==> src/rtl/lvw_pkg.sv <==
package lvw_pkg;

    localparam int COORD_BITS  = 6;
    localparam int NUM_AXES    = 3;
    localparam int MAX_RESULTS = 64;
    localparam int CNT_W       = $clog2(MAX_RESULTS);
    localparam int MAG_W       = COORD_BITS + 1;
    localparam int ERR_W       = MAG_W + 2;
    localparam int NXT_W       = COORD_BITS + 2;
    localparam int CFG_IDX_W   = 3;

    localparam logic [CFG_IDX_W-1:0] REG_X_LOW  = 3'd0;
    localparam logic [CFG_IDX_W-1:0] REG_X_HIGH = 3'd1;
    localparam logic [CFG_IDX_W-1:0] REG_Y_LOW  = 3'd2;
    localparam logic [CFG_IDX_W-1:0] REG_Y_HIGH = 3'd3;
    localparam logic [CFG_IDX_W-1:0] REG_Z_LOW  = 3'd4;
    localparam logic [CFG_IDX_W-1:0] REG_Z_HIGH = 3'd5;

    typedef logic [COORD_BITS-1:0] coord_t;
    typedef coord_t [NUM_AXES-1:0] point_t;

    typedef enum logic [1:0] {
        AXIS_X = 2'd0,
        AXIS_Y = 2'd1,
        AXIS_Z = 2'd2
    } axis_t;

    typedef struct packed {
        point_t low;
        point_t high;
    } box_t;

    typedef struct packed {
        logic load;
        logic setup;
        logic step;
    } dp_cmd_t;

    typedef struct packed {
        logic start_in_box;
        logic run_last;
    } dp_status_t;

endpackage

==> src/rtl/lvw_cfg.sv <==
module lvw_cfg (
    input  logic                                clk,
    input  logic                                rst_n,
    input  logic                                cfg_valid,
    output logic                                cfg_ready,
    input  logic [lvw_pkg::CFG_IDX_W-1:0]       cfg_index,
    input  lvw_pkg::coord_t                     cfg_data,
    output lvw_pkg::box_t                       box
);
    import lvw_pkg::*;

    box_t box_reg;
    box_t box_next;

    assign cfg_ready = 1'b1;
    assign box       = box_reg;

    always_comb
    begin
        box_next = box_reg;
        if (cfg_valid)
        begin
            unique case (cfg_index)
                REG_X_LOW:  box_next.low[AXIS_X]  = cfg_data;
                REG_X_HIGH: box_next.high[AXIS_X] = cfg_data;
                REG_Y_LOW:  box_next.low[AXIS_Y]  = cfg_data;
                REG_Y_HIGH: box_next.high[AXIS_Y] = cfg_data;
                REG_Z_LOW:  box_next.low[AXIS_Z]  = cfg_data;
                REG_Z_HIGH: box_next.high[AXIS_Z] = cfg_data;
                default:    box_next = box_reg;
            endcase
        end
    end

    always_ff @(posedge clk or negedge rst_n)
    begin
        if (!rst_n)
        begin
            box_reg.low  <= '0;
            box_reg.high <= '1;
        end
        else
        begin
            box_reg <= box_next;
        end
    end

endmodule

==> src/rtl/lvw_ctrl.sv <==
module lvw_ctrl (
    input  logic                  clk,
    input  logic                  rst_n,
    input  logic                  start,
    output logic                  busy,
    output logic                  voxel_valid,
    output lvw_pkg::dp_cmd_t      cmd,
    input  lvw_pkg::dp_status_t   status
);
    import lvw_pkg::*;

    typedef enum logic [2:0] {
        ST_IDLE  = 3'b001,
        ST_SETUP = 3'b010,
        ST_RUN   = 3'b100
    } state_t;

    state_t state_reg;
    state_t state_next;

    always_comb
    begin
        state_next  = state_reg;
        cmd         = '0;
        busy        = 1'b1;
        voxel_valid = 1'b0;
        unique case (state_reg)
            ST_IDLE:
            begin
                busy = 1'b0;
                if (start)
                begin
                    cmd.load   = 1'b1;
                    state_next = ST_SETUP;
                end
            end
            ST_SETUP:
            begin
                cmd.setup  = 1'b1;
                state_next = status.start_in_box ? ST_RUN : ST_IDLE;
            end
            ST_RUN:
            begin
                voxel_valid = 1'b1;
                if (status.run_last)
                begin
                    state_next = ST_IDLE;
                end
                else
                begin
                    cmd.step = 1'b1;
                end
            end
            default:
            begin
                state_next = ST_IDLE;
            end
        endcase
    end

    always_ff @(posedge clk or negedge rst_n)
    begin
        if (!rst_n)
        begin
            state_reg <= ST_IDLE;
        end
        else
        begin
            state_reg <= state_next;
        end
    end

endmodule

==> src/rtl/lvw_dp.sv <==
module lvw_dp (
    input  logic                  clk,
    input  lvw_pkg::dp_cmd_t      cmd,
    input  lvw_pkg::box_t         box,
    input  lvw_pkg::point_t       start_pt,
    input  lvw_pkg::point_t       end_pt,
    output lvw_pkg::dp_status_t   status,
    output lvw_pkg::point_t       voxel,
    output logic                  last,
    output logic                  clipped
);
    import lvw_pkg::*;

    coord_t                  cur_reg  [NUM_AXES];
    coord_t                  fin_reg  [NUM_AXES];
    logic                    neg_reg  [NUM_AXES];
    logic                    nz_reg   [NUM_AXES];
    logic [MAG_W-1:0]        mag2_reg [NUM_AXES];
    logic signed [ERR_W-1:0] err_reg  [NUM_AXES];
    axis_t                   dom_reg;
    logic [CNT_W-1:0]        cnt_reg;

    axis_t                   dom_next;
    logic signed [ERR_W-1:0] err_init [NUM_AXES];
    logic signed [ERR_W-1:0] err_step [NUM_AXES];
    logic signed [NXT_W-1:0] nxt      [NUM_AXES];
    logic [MAG_W-1:0]        mag      [NUM_AXES];
    logic                    cur_in_box;
    logic                    nxt_in_box;
    logic                    at_end;
    logic                    clip;

    // load: deltas, directions and doubled magnitudes
    always_comb
    begin
        for (int i = 0; i < NUM_AXES; i++)
        begin
            if (end_pt[i] < start_pt[i])
            begin
                mag[i] = {1'b0, start_pt[i] - end_pt[i]};
            end
            else
            begin
                mag[i] = {1'b0, end_pt[i] - start_pt[i]};
            end
        end
    end

    // setup: dominant axis and initial error terms
    always_comb
    begin
        priority if (mag2_reg[AXIS_X] >= mag2_reg[AXIS_Y] &&
                     mag2_reg[AXIS_X] >= mag2_reg[AXIS_Z])
        begin
            dom_next = AXIS_X;
        end
        else if (mag2_reg[AXIS_Y] >= mag2_reg[AXIS_Z])
        begin
            dom_next = AXIS_Y;
        end
        else
        begin
            dom_next = AXIS_Z;
        end
        for (int i = 0; i < NUM_AXES; i++)
        begin
            err_init[i] = $signed({2'b00, mag2_reg[i]})
                        - $signed({3'b000, mag2_reg[dom_next][MAG_W-1:1]});
        end
    end

    // walk step
    always_comb
    begin
        cur_in_box = 1'b1;
        nxt_in_box = 1'b1;
        for (int i = 0; i < NUM_AXES; i++)
        begin
            nxt[i]      = $signed({2'b00, cur_reg[i]});
            err_step[i] = err_reg[i];
            if (i == int'(dom_reg))
            begin
                if (nz_reg[i])
                begin
                    nxt[i] = neg_reg[i] ? nxt[i] - NXT_W'(1) : nxt[i] + NXT_W'(1);
                end
            end
            else
            begin
                if (!err_reg[i][ERR_W-1])
                begin
                    if (nz_reg[i])
                    begin
                        nxt[i] = neg_reg[i] ? nxt[i] - NXT_W'(1) : nxt[i] + NXT_W'(1);
                    end
                    err_step[i] = err_reg[i] - $signed({2'b00, mag2_reg[dom_reg]});
                end
                err_step[i] = err_step[i] + $signed({2'b00, mag2_reg[i]});
            end
            if (cur_reg[i] < box.low[i] || cur_reg[i] > box.high[i])
            begin
                cur_in_box = 1'b0;
            end
            if (nxt[i] < $signed({2'b00, box.low[i]}) ||
                nxt[i] > $signed({2'b00, box.high[i]}))
            begin
                nxt_in_box = 1'b0;
            end
        end
    end

    assign at_end  = (cur_reg[dom_reg] == fin_reg[dom_reg]);
    assign clip    = (cnt_reg == CNT_W'(MAX_RESULTS - 1)) || !nxt_in_box;
    assign last    = at_end || clip;
    assign clipped = !at_end && clip;

    assign status.start_in_box = cur_in_box;
    assign status.run_last     = last;

    always_comb
    begin
        for (int i = 0; i < NUM_AXES; i++)
        begin
            voxel[i] = cur_reg[i];
        end
    end

    always_ff @(posedge clk)
    begin
        if (cmd.load)
        begin
            for (int i = 0; i < NUM_AXES; i++)
            begin
                cur_reg[i]  <= start_pt[i];
                fin_reg[i]  <= end_pt[i];
                neg_reg[i]  <= (end_pt[i] < start_pt[i]);
                nz_reg[i]   <= (end_pt[i] != start_pt[i]);
                mag2_reg[i] <= {mag[i][MAG_W-2:0], 1'b0};
            end
            cnt_reg <= '0;
        end
        else if (cmd.setup)
        begin
            dom_reg <= dom_next;
            for (int i = 0; i < NUM_AXES; i++)
            begin
                err_reg[i] <= err_init[i];
            end
        end
        else if (cmd.step)
        begin
            for (int i = 0; i < NUM_AXES; i++)
            begin
                cur_reg[i] <= nxt[i][COORD_BITS-1:0];
                err_reg[i] <= err_step[i];
            end
            cnt_reg <= cnt_reg + {{(CNT_W-1){1'b0}}, 1'b1};
        end
    end

endmodule

==> src/rtl/line_voxel_walker_3d_unit.sv <==
// a request is taken in idle, the setup state follows, then the run state emits one voxel per cycle
// busy is high through the setup state and the run state; the walk steps after each voxel but the last
// a new request is taken only while busy is low, so a request is finished before the next one is taken
// a start point outside the clip box gives no voxels and holds busy for the setup state only
// the receiver cannot stall: each voxel is on the ports for one cycle only
// rst_n (async, active low) idles the controller and opens the clip box to full range
module line_voxel_walker_3d_unit (
    input  logic                           clk,
    input  logic                           rst_n,
    input  logic                           start,
    output logic                           busy,
    input  lvw_pkg::coord_t                start_x,
    input  lvw_pkg::coord_t                start_y,
    input  lvw_pkg::coord_t                start_z,
    input  lvw_pkg::coord_t                end_x,
    input  lvw_pkg::coord_t                end_y,
    input  lvw_pkg::coord_t                end_z,
    input  logic                           cfg_valid,
    output logic                           cfg_ready,
    input  logic [lvw_pkg::CFG_IDX_W-1:0]  cfg_index,
    input  lvw_pkg::coord_t                cfg_data,
    output logic                           voxel_valid,
    output lvw_pkg::coord_t                voxel_x,
    output lvw_pkg::coord_t                voxel_y,
    output lvw_pkg::coord_t                voxel_z,
    output logic                           last,
    output logic                           clipped
);
    import lvw_pkg::*;

    box_t       box;
    dp_cmd_t    cmd;
    dp_status_t status;
    point_t     start_pt;
    point_t     end_pt;
    point_t     voxel;

    assign start_pt = {start_z, start_y, start_x};
    assign end_pt   = {end_z, end_y, end_x};
    assign voxel_x  = voxel[AXIS_X];
    assign voxel_y  = voxel[AXIS_Y];
    assign voxel_z  = voxel[AXIS_Z];

    lvw_cfg u_cfg (
        .clk       (clk),
        .rst_n     (rst_n),
        .cfg_valid (cfg_valid),
        .cfg_ready (cfg_ready),
        .cfg_index (cfg_index),
        .cfg_data  (cfg_data),
        .box       (box)
    );

    lvw_ctrl u_ctrl (
        .clk         (clk),
        .rst_n       (rst_n),
        .start       (start),
        .busy        (busy),
        .voxel_valid (voxel_valid),
        .cmd         (cmd),
        .status      (status)
    );

    lvw_dp u_dp (
        .clk      (clk),
        .cmd      (cmd),
        .box      (box),
        .start_pt (start_pt),
        .end_pt   (end_pt),
        .status   (status),
        .voxel    (voxel),
        .last     (last),
        .clipped  (clipped)
    );

    // request taken: setup cycle emits nothing
    a_setup_gap: assert property (@(posedge clk) disable iff (!rst_n)
        (start && !busy) |=> !voxel_valid)
        else $error("voxel emitted in setup cycle");

    // a run emits without gaps until its last voxel
    a_run_gapless: assert property (@(posedge clk) disable iff (!rst_n)
        (voxel_valid && !last) |=> voxel_valid)
        else $error("gap inside a run");

    // block goes idle right after the last voxel
    a_idle_after_last: assert property (@(posedge clk) disable iff (!rst_n)
        (voxel_valid && last) |=> !busy)
        else $error("busy after last voxel");

    a_clipped_on_last: assert property (@(posedge clk) disable iff (!rst_n)
        (voxel_valid && clipped) |-> last)
        else $error("clipped set on a voxel that is not last");

endmodule

==> config.mk <==
export PLATFORM = sky130hd
export DESIGN_NAME = line_voxel_walker_3d_unit
export DESIGN_NICKNAME = d
export VERILOG_FILES = /design/src/rtl/lvw_pkg.sv /design/src/rtl/lvw_cfg.sv /design/src/rtl/lvw_ctrl.sv /design/src/rtl/lvw_dp.sv /design/src/rtl/line_voxel_walker_3d_unit.sv
export SDC_FILE = /design/constraint.sdc
export NUM_CORES = 1
export LEC_CHECK = 0
export ABC_AREA = 1
export BUFFER_PORTS_ARGS = -buffer_cell sky130_fd_sc_hd__buf_4
export CORE_ASPECT_RATIO = 1.4
export CORE_MARGIN = 3
export CORE_UTILIZATION = 30
export CTS_CLUSTER_SIZE = 8
export DETAILED_ROUTE_END_ITERATION = 10
export HOLD_SLACK_MARGIN = 0.06
export SLEW_MARGIN = 40
export SYNTH_ARGS = -nofsm -noshare
export SYNTH_HDL_FRONTEND = slang
export SYNTH_SLANG_ARGS = --single-unit
==> constraint.sdc <==
create_clock -name clk -period 3.6 [get_ports clk]
set_input_delay 0.54 -clock clk [delete_from_list [all_inputs] [get_ports clk]]
set_output_delay 0.54 -clock clk [all_outputs]
set_load 0.02 [all_outputs]
==> results of run 1 <==
## cells in the final DEF (no fill, tap or decap), types with 7 or more instances in the layout
master     count
nand3_2        7
a21o_1        10
nand2_4        7
buf_4        206
xor2_1        39
edfxtp_1      86
nor2_2         7
o211ai_1      19
ha_1         163
nand2_1      294
dfxtp_1        7
nor3_1        11
xnor2_1       22
clkbuf_16     17
dfstp_2       19
ha_4          10
buf_6          7
o21ai_2       20
nand2_2       12
nor2_1        75
fa_1           9
o221ai_1      13
a21oi_1       81
o21ai_1       27
dfrtp_1       20
o21ai_0      102
nand3_1       40
inv_2         20
a21oi_2       15
inv_1        197
nand4_1       32
## kinds of logic (layout without fill, tap and decap cells)
kind of cell / Yosys count / after routing / synth area share (%)
AND/OR/NAND/NOR: 505 / 505 / 18.02
other: 1 / 1 / 0.03141
AO/OA/AOI/OAI: 316 / 316 / 15.25
flip-flops: 133 / 133 / 31.35
multiplexers: 11 / 11 / 0.9747
adder cells (fa/ha/maj): 190 / 190 / 20.86
buffers and inverters: 244 / 468 / 8.458
XOR/XNOR: 69 / 69 / 5.062
## path summary, 6_finish.rpt
| check | start | to | cells past startpoint |
|---|---|---|---|
| setup / recovery | u_dp.cur_reg[2][0] | last | 18 |
| setup reg to reg | u_dp.mag2_reg[0][4] | u_dp.err_reg[0][6] | 22 |
| hold / removal | rst_n | u_cfg.box[30] | 1 |
| max in group asynchronous | rst_n | u_cfg.box[2] | 1 |
| hold reg to reg | u_cfg.box[21] | u_cfg.box[21] | 2 |
| min in group clk | end_y[5] | u_dp.fin_reg[1][5] | 1 |
## per-stage QoR
stage | TNS [ns] | power, mW | instance area (um^2)
4_1_cts | 0 | 11.48 | 14590
5_1_grt | -0.2381 | 13.16 | 15300
3_3_place_gp | -0.1094 | 9.213 | 13710
3_5_place_dp | -0.2660 | 9.394 | 13710
2_1_floorplan | 0 | 7.122 | 11940
6_report | 0 | 12.01 | 15300
## critical path, cell delays in order (launching register included)
cell and delay, ns:
edfxtp_1 0.43, inv_2 0.15, ha_1 0.16, inv_1 0.06, nand2_1 0.06, o211ai_1 0.15
xor2_1 0.21, buf_4 0.16, ha_1 0.26, nand2_1 0.06, inv_1 0.07, nand2_1 0.06
nand2_1 0.06, nand2_1 0.06, nand2_2 0.10, nand3b_1 0.11, nor2_2 0.16, nand2_2 0.10
buf_6 0.15
## per-layer routing
layer  share of wire, %  track usage [%]
met1                 39            18.23
met4                5.2            9.230
met5                  0                0
met2                 53            31.59
met3                2.6            1.960
## where the power goes
| group | internal [mW] | leakage [nW] | switching [mW] |
|---|---|---|---|
| logic | 3.35 | 5.62 | 4.31 |
| registers | 2.19 | 1.31 | 0.273 |
| clock network | 1.17 | 0.305 | 0.718 |
## layout make-up
type / count / area, um^2
fillers: 3993 / 23630
well taps: 522 / 653.1
flip-flops and latches: 133 / 3744
inverters: 218 / 819.5
multi-input cells: 1092 / 7725
clock inverters: 14 / 202.7
repair buffers: 218 / 1725
clock buffers: 18 / 429.2
## repair_timing
item,4_1_cts,5_1_grt
resized for setup,39,105
pin swaps,9,41
setup buffers,18,35
endpoints found under the setup margin,6,11
==> flow_metrics.env, run 1 <==
export IMPL_num_rows=85
export IMPL_cts_hold_buf=0
export IMPL_worstPathRequired_ns=3.06
export IMPL_min_path_type="in -> async"
export IMPL_path_max_fanout=6
export IMPL_drcViolationCount=0
export IMPL_synth_warnings=0
export IMPL_p_leak_nw=7.238
export IMPL_cp_start_kind="flip-flop"
export IMPL_grt_max_degree=40
export IMPL_async_reset_ff_share_pct=29.32
export IMPL_arrival_ns=3.01
export IMPL_end_kind="output pin"
export IMPL_avgSynthCellArea_um2=8.126
export IMPL_path_class="reg -> out"
export IMPL_reg2reg_slack_ns=0.26
export IMPL_grtUsageTotal_pct=16.85
export IMPL_yosysMostFrequentCell="nand2_1"
export IMPL_fp_dieH_um=242.0
export IMPL_antenna_found_initial=0
export IMPL_synthCells=1469
export IMPL_wl_per_cell_um=16.27
export IMPL_start_util_pct=30.67
export IMPL_cts_tree="yes"
export IMPL_peakVddDrop_v=0.0003924
export IMPL_dp_cells=2131
export IMPL_seq_area_frac_synth_pct=31.35
export IMPL_clkTransAtPathRegs_ns=0.06
export IMPL_clockBufferDepth=2
export IMPL_setup_viol=0
export IMPL_drv_slew=0
export IMPL_layout_drive_gt1_share_pct=24.57
export IMPL_finalNonFillerCells=2215
export IMPL_firstDrtPassIters=6
export IMPL_slew_limit_headroom_pct=65.59
export IMPL_yosysUniqueCellTypes=50
export IMPL_detail_route_iter0_violations=639
export IMPL_io_buffers=70
export IMPL_area_growth_pct=28.15
export IMPL_ys_ff_latch=133
export IMPL_vias=10809
export IMPL_layout_min_cycle_time_ns=3.546
export IMPL_grt_pass1_wl_mm=56.19
export IMPL_largest_reg_flops=36
export IMPL_dpl_hpwl_mm=28.91
export IMPL_netlist_area_um2=11940
export IMPL_cap_violations=0
export IMPL_worstMarginPinSlew_ns=0.5161
export IMPL_yosys_top_cells_area="edfxtp_1 22%, ha_1 18%, nand2_1 9.7%"
export IMPL_die_width_um=174.6
export IMPL_rsz0062_at_grt="yes"
export IMPL_gp_congestion=0.9235
export IMPL_grt_pass1_vias=10953
export IMPL_cts_made_buffers=17
export IMPL_num_io_pins=72
export IMPL_final_hold_violation_count=0
export IMPL_wl_mm=36.05
export IMPL_viasPerCell=4.880
export IMPL_die_area_um2=42260
export IMPL_whs_ns=0.07080
export IMPL_final_antenna_net_count=0
export IMPL_fmax_mhz=282.0
export IMPL_synth_edf_count=86
export IMPL_synth_top_area_cell="edfxtp_1"
export IMPL_post_place_ws_ns=-0.1140
export IMPL_root_buffer="clkbuf_16"
export IMPL_cts_htree_levels=4
export IMPL_synth_top_area_share_pct=21.63
export IMPL_setup_slack_ns=0.05433
export IMPL_insertion_delay_ns=0.43
export IMPL_fin_util_pct=39.30
export IMPL_coreArea_um2=38920
export IMPL_synth_common_cells="309 x nand2_1, 213 x inv_1, 175 x ha_1"
export IMPL_period_share_pct=98.49
export IMPL_clock_sinks=133
export IMPL_synth_top_flop_cell="edfxtp_1"
export IMPL_overflow=0
export IMPL_nNetsFinal=1919
export IMPL_finalClockSkew_ns=0.008578
export IMPL_outcome="finished, final reports clean"
export IMPL_n_antenna_cell=0
export IMPL_synthesis_nets=1708
export IMPL_p_per_area_nw_per_um2=784.8
Power figures use the tool's default switching activity.
==> inputs of run 2 (changes only) <==
Settings changed: CORE_UTILIZATION 30 to 45.
==> flow_metrics.env, run 2 (synthesis results as in run 1) <==
export IMPL_min_path_type="in -> async"
export IMPL_fillCellCount=2373
export IMPL_p_leak_nw=7.135
export IMPL_num_rows=69
export IMPL_worstPathRequired_ns=3.06
export IMPL_swShare_pct=44.15
export IMPL_dpl_hpwl_mm=27.33
export IMPL_area_growth_pct=23.78
export IMPL_power_internal_mw=6.612
export IMPL_detail_route_iter0_violations=586
export IMPL_num_io_pins=72
export IMPL_path_class="reg -> out"
export IMPL_p_per_area_nw_per_um2=801.2
export IMPL_largest_reg_flops=36
export IMPL_layout_min_cycle_time_ns=3.625
export IMPL_cap_violations=0
export IMPL_cts_htree_levels=4
export IMPL_peakVddDrop_v=0.0004543
export IMPL_p_switching_mw=5.227
export IMPL_grt_max_degree=40
export IMPL_drv_slew=0
export IMPL_overflow=0
export IMPL_end_kind="output pin"
export IMPL_layout_drive_gt1_share_pct=22.52
export IMPL_io_buffers=70
export IMPL_rsz0062_at_grt="yes"
export IMPL_clock_sinks=133
export IMPL_worstMarginPinSlew_ns=0.7889
export IMPL_design_area_um2=14780
export IMPL_coreArea_um2=25730
export IMPL_insertion_delay_ns=0.43
export IMPL_fin_tns_setup_ns=-0.02454
export IMPL_clkTransAtPathRegs_ns=0.06
export IMPL_slew_limit_headroom_pct=47.08
export IMPL_final_hold_violation_count=0
export IMPL_cts_tree="yes"
export IMPL_placed_cell_area_um2=13480
export IMPL_setup_viol=1
export IMPL_p_seq_share_pct=20.7
export IMPL_outcome="complete, but fails checks"
export IMPL_gp_congestion=0.9661
export IMPL_grt_pass1_vias=10185
export IMPL_power_share_clock_pct=15.0
export IMPL_wl_per_cell_um=17.15
export IMPL_finalClockSkew_ns=0.01603
export IMPL_arrival_ns=3.08
export IMPL_die_width_um=143.7
export IMPL_die_area_um2=28550
export IMPL_final_antenna_net_count=0
export IMPL_cp_start_kind="flip-flop"
export IMPL_setup_slack_ns=-0.02454
export IMPL_period_share_pct=100.7
export IMPL_clockBufferDepth=2
export IMPL_nNetsFinal=1909
export IMPL_regArea_um2=3742
export IMPL_wl_mm=34.34
export IMPL_root_buffer="clkbuf_16"
export IMPL_viasPerCell=5.273
export IMPL_fp_dieH_um=198.7
export IMPL_final_cell_mix="299 x nand2_1, 197 x buf_4, 193 x inv_1, 165 x ha_1, 100 x o21ai_0"
export IMPL_vias=10557
export IMPL_antenna_found_initial=0
export IMPL_final_common_cell="nand2_1"
export IMPL_firstDrtPassIters=5
export IMPL_combinationalPowerShare_pct=64.3
export IMPL_cts_made_buffers=17
export IMPL_n_antenna_cell=0
export IMPL_start_util_pct=46.40
export IMPL_grtUsageTotal_pct=23.89
export IMPL_multi_input_area_um2=7566
export IMPL_grt_pass1_wl_mm=52.26
export IMPL_fmax_mhz=275.9
export IMPL_drcViolationCount=0
export IMPL_path_max_fanout=6
export IMPL_violations="negative setup slack"
[run 2: stage by stage]
| step | hold slack (ns) | util (%) | setup slack (ns) | power, mW | cells |
|---|---|---|---|---|---|
| final | 0.06750 | 57.44 | -0.02454 | 11.84 | 2002 |
| after CTS | 0.07250 | 55.25 | -0.05116 | 11.26 | 1969 |
| after detailed placement | 0.4744 | 52.38 | -0.09624 | 9.324 | 1931 |
| after global placement | 0.4681 | 52.38 | -0.04845 | 9.215 | 1931 |
| after floorplan | 0.2444 | - | 0.01529 | 7.122 | 1469 |
| after global routing | 0.08695 | 57.44 | -0.1714 | 12.90 | 2002 |
[run 2: power by group through the flow]
stage / Sequential [mW] / Combinational, mW / Clock, mW
4_1_cts: 2.44 / 7.02 / 1.79
2_1_floorplan: 2.46 / 4.66 / 0
5_1_grt: 2.49 / 8.54 / 1.87
6_report: 2.45 / 7.61 / 1.77
3_5_place_dp: 2.47 / 6.85 / 0
3_3_place_gp: 2.46 / 6.75 / 0
[run 2: worst paths after layout]
check                                    start                   to  slack, ns  depth (start not counted)
max                         u_dp.cur_reg[0][1]                 last      -0.02                         14
min                                      rst_n        u_cfg.box[26]       0.07                          1
max reg2reg                u_dp.mag2_reg[1][5]   u_dp.err_reg[0][6]       0.17                         25
min reg2reg                      u_cfg.box[29]        u_cfg.box[29]       0.48                          2
max in group asynchronous                rst_n  u_ctrl.state_reg[0]       3.15                          1
min in group clk                      end_z[0]   u_dp.fin_reg[2][0]       0.31                          1
[run 2: area by class of cell]
cell class | instances | area share [%]
clock buffers | 26 | 3.599
clock inverters | 6 | 0.4149
inverters | 218 | 5.555
multi-input cells | 1092 | 51.20
flip-flops and latches | 133 | 25.33
well taps | 319 | 2.701
repair buffers | 208 | 11.20
[run 2: repair_timing]
action                     CTS  global route
setup endpoints to repair   81            70
hold buffers                 0             0
buffers inserted             6            33
gates resized for setup     33            82
pin swaps                   11            36
[run 2: critical path, cell delays in order (launching register included)]
cell      delay, ns
edfxtp_1       0.41
buf_4          0.20
ha_1           0.21
o21ai_0        0.31
xor2_2         0.23
ha_1           0.27
nand2_1        0.11
o21a_1         0.15
o211ai_1       0.08
nand2_1        0.09
a21boi_4       0.20
nand2_4        0.07
nor2_4         0.13
nand2_2        0.07
buf_6          0.13
[run 2: metal layers]
| metal | up-vias | track usage (%) | share of wire [%] |
|---|---|---|---|
| li1 | 5382 | - | - |
| met1 | 4914 | 25.66 | 39 |
| met2 | 200 | 46.85 | 55 |
| met3 | 61 | 3.030 | 2.8 |
| met4 | 0 | 8.618 | 3.4 |
| met5 | - | 0 | 0 |
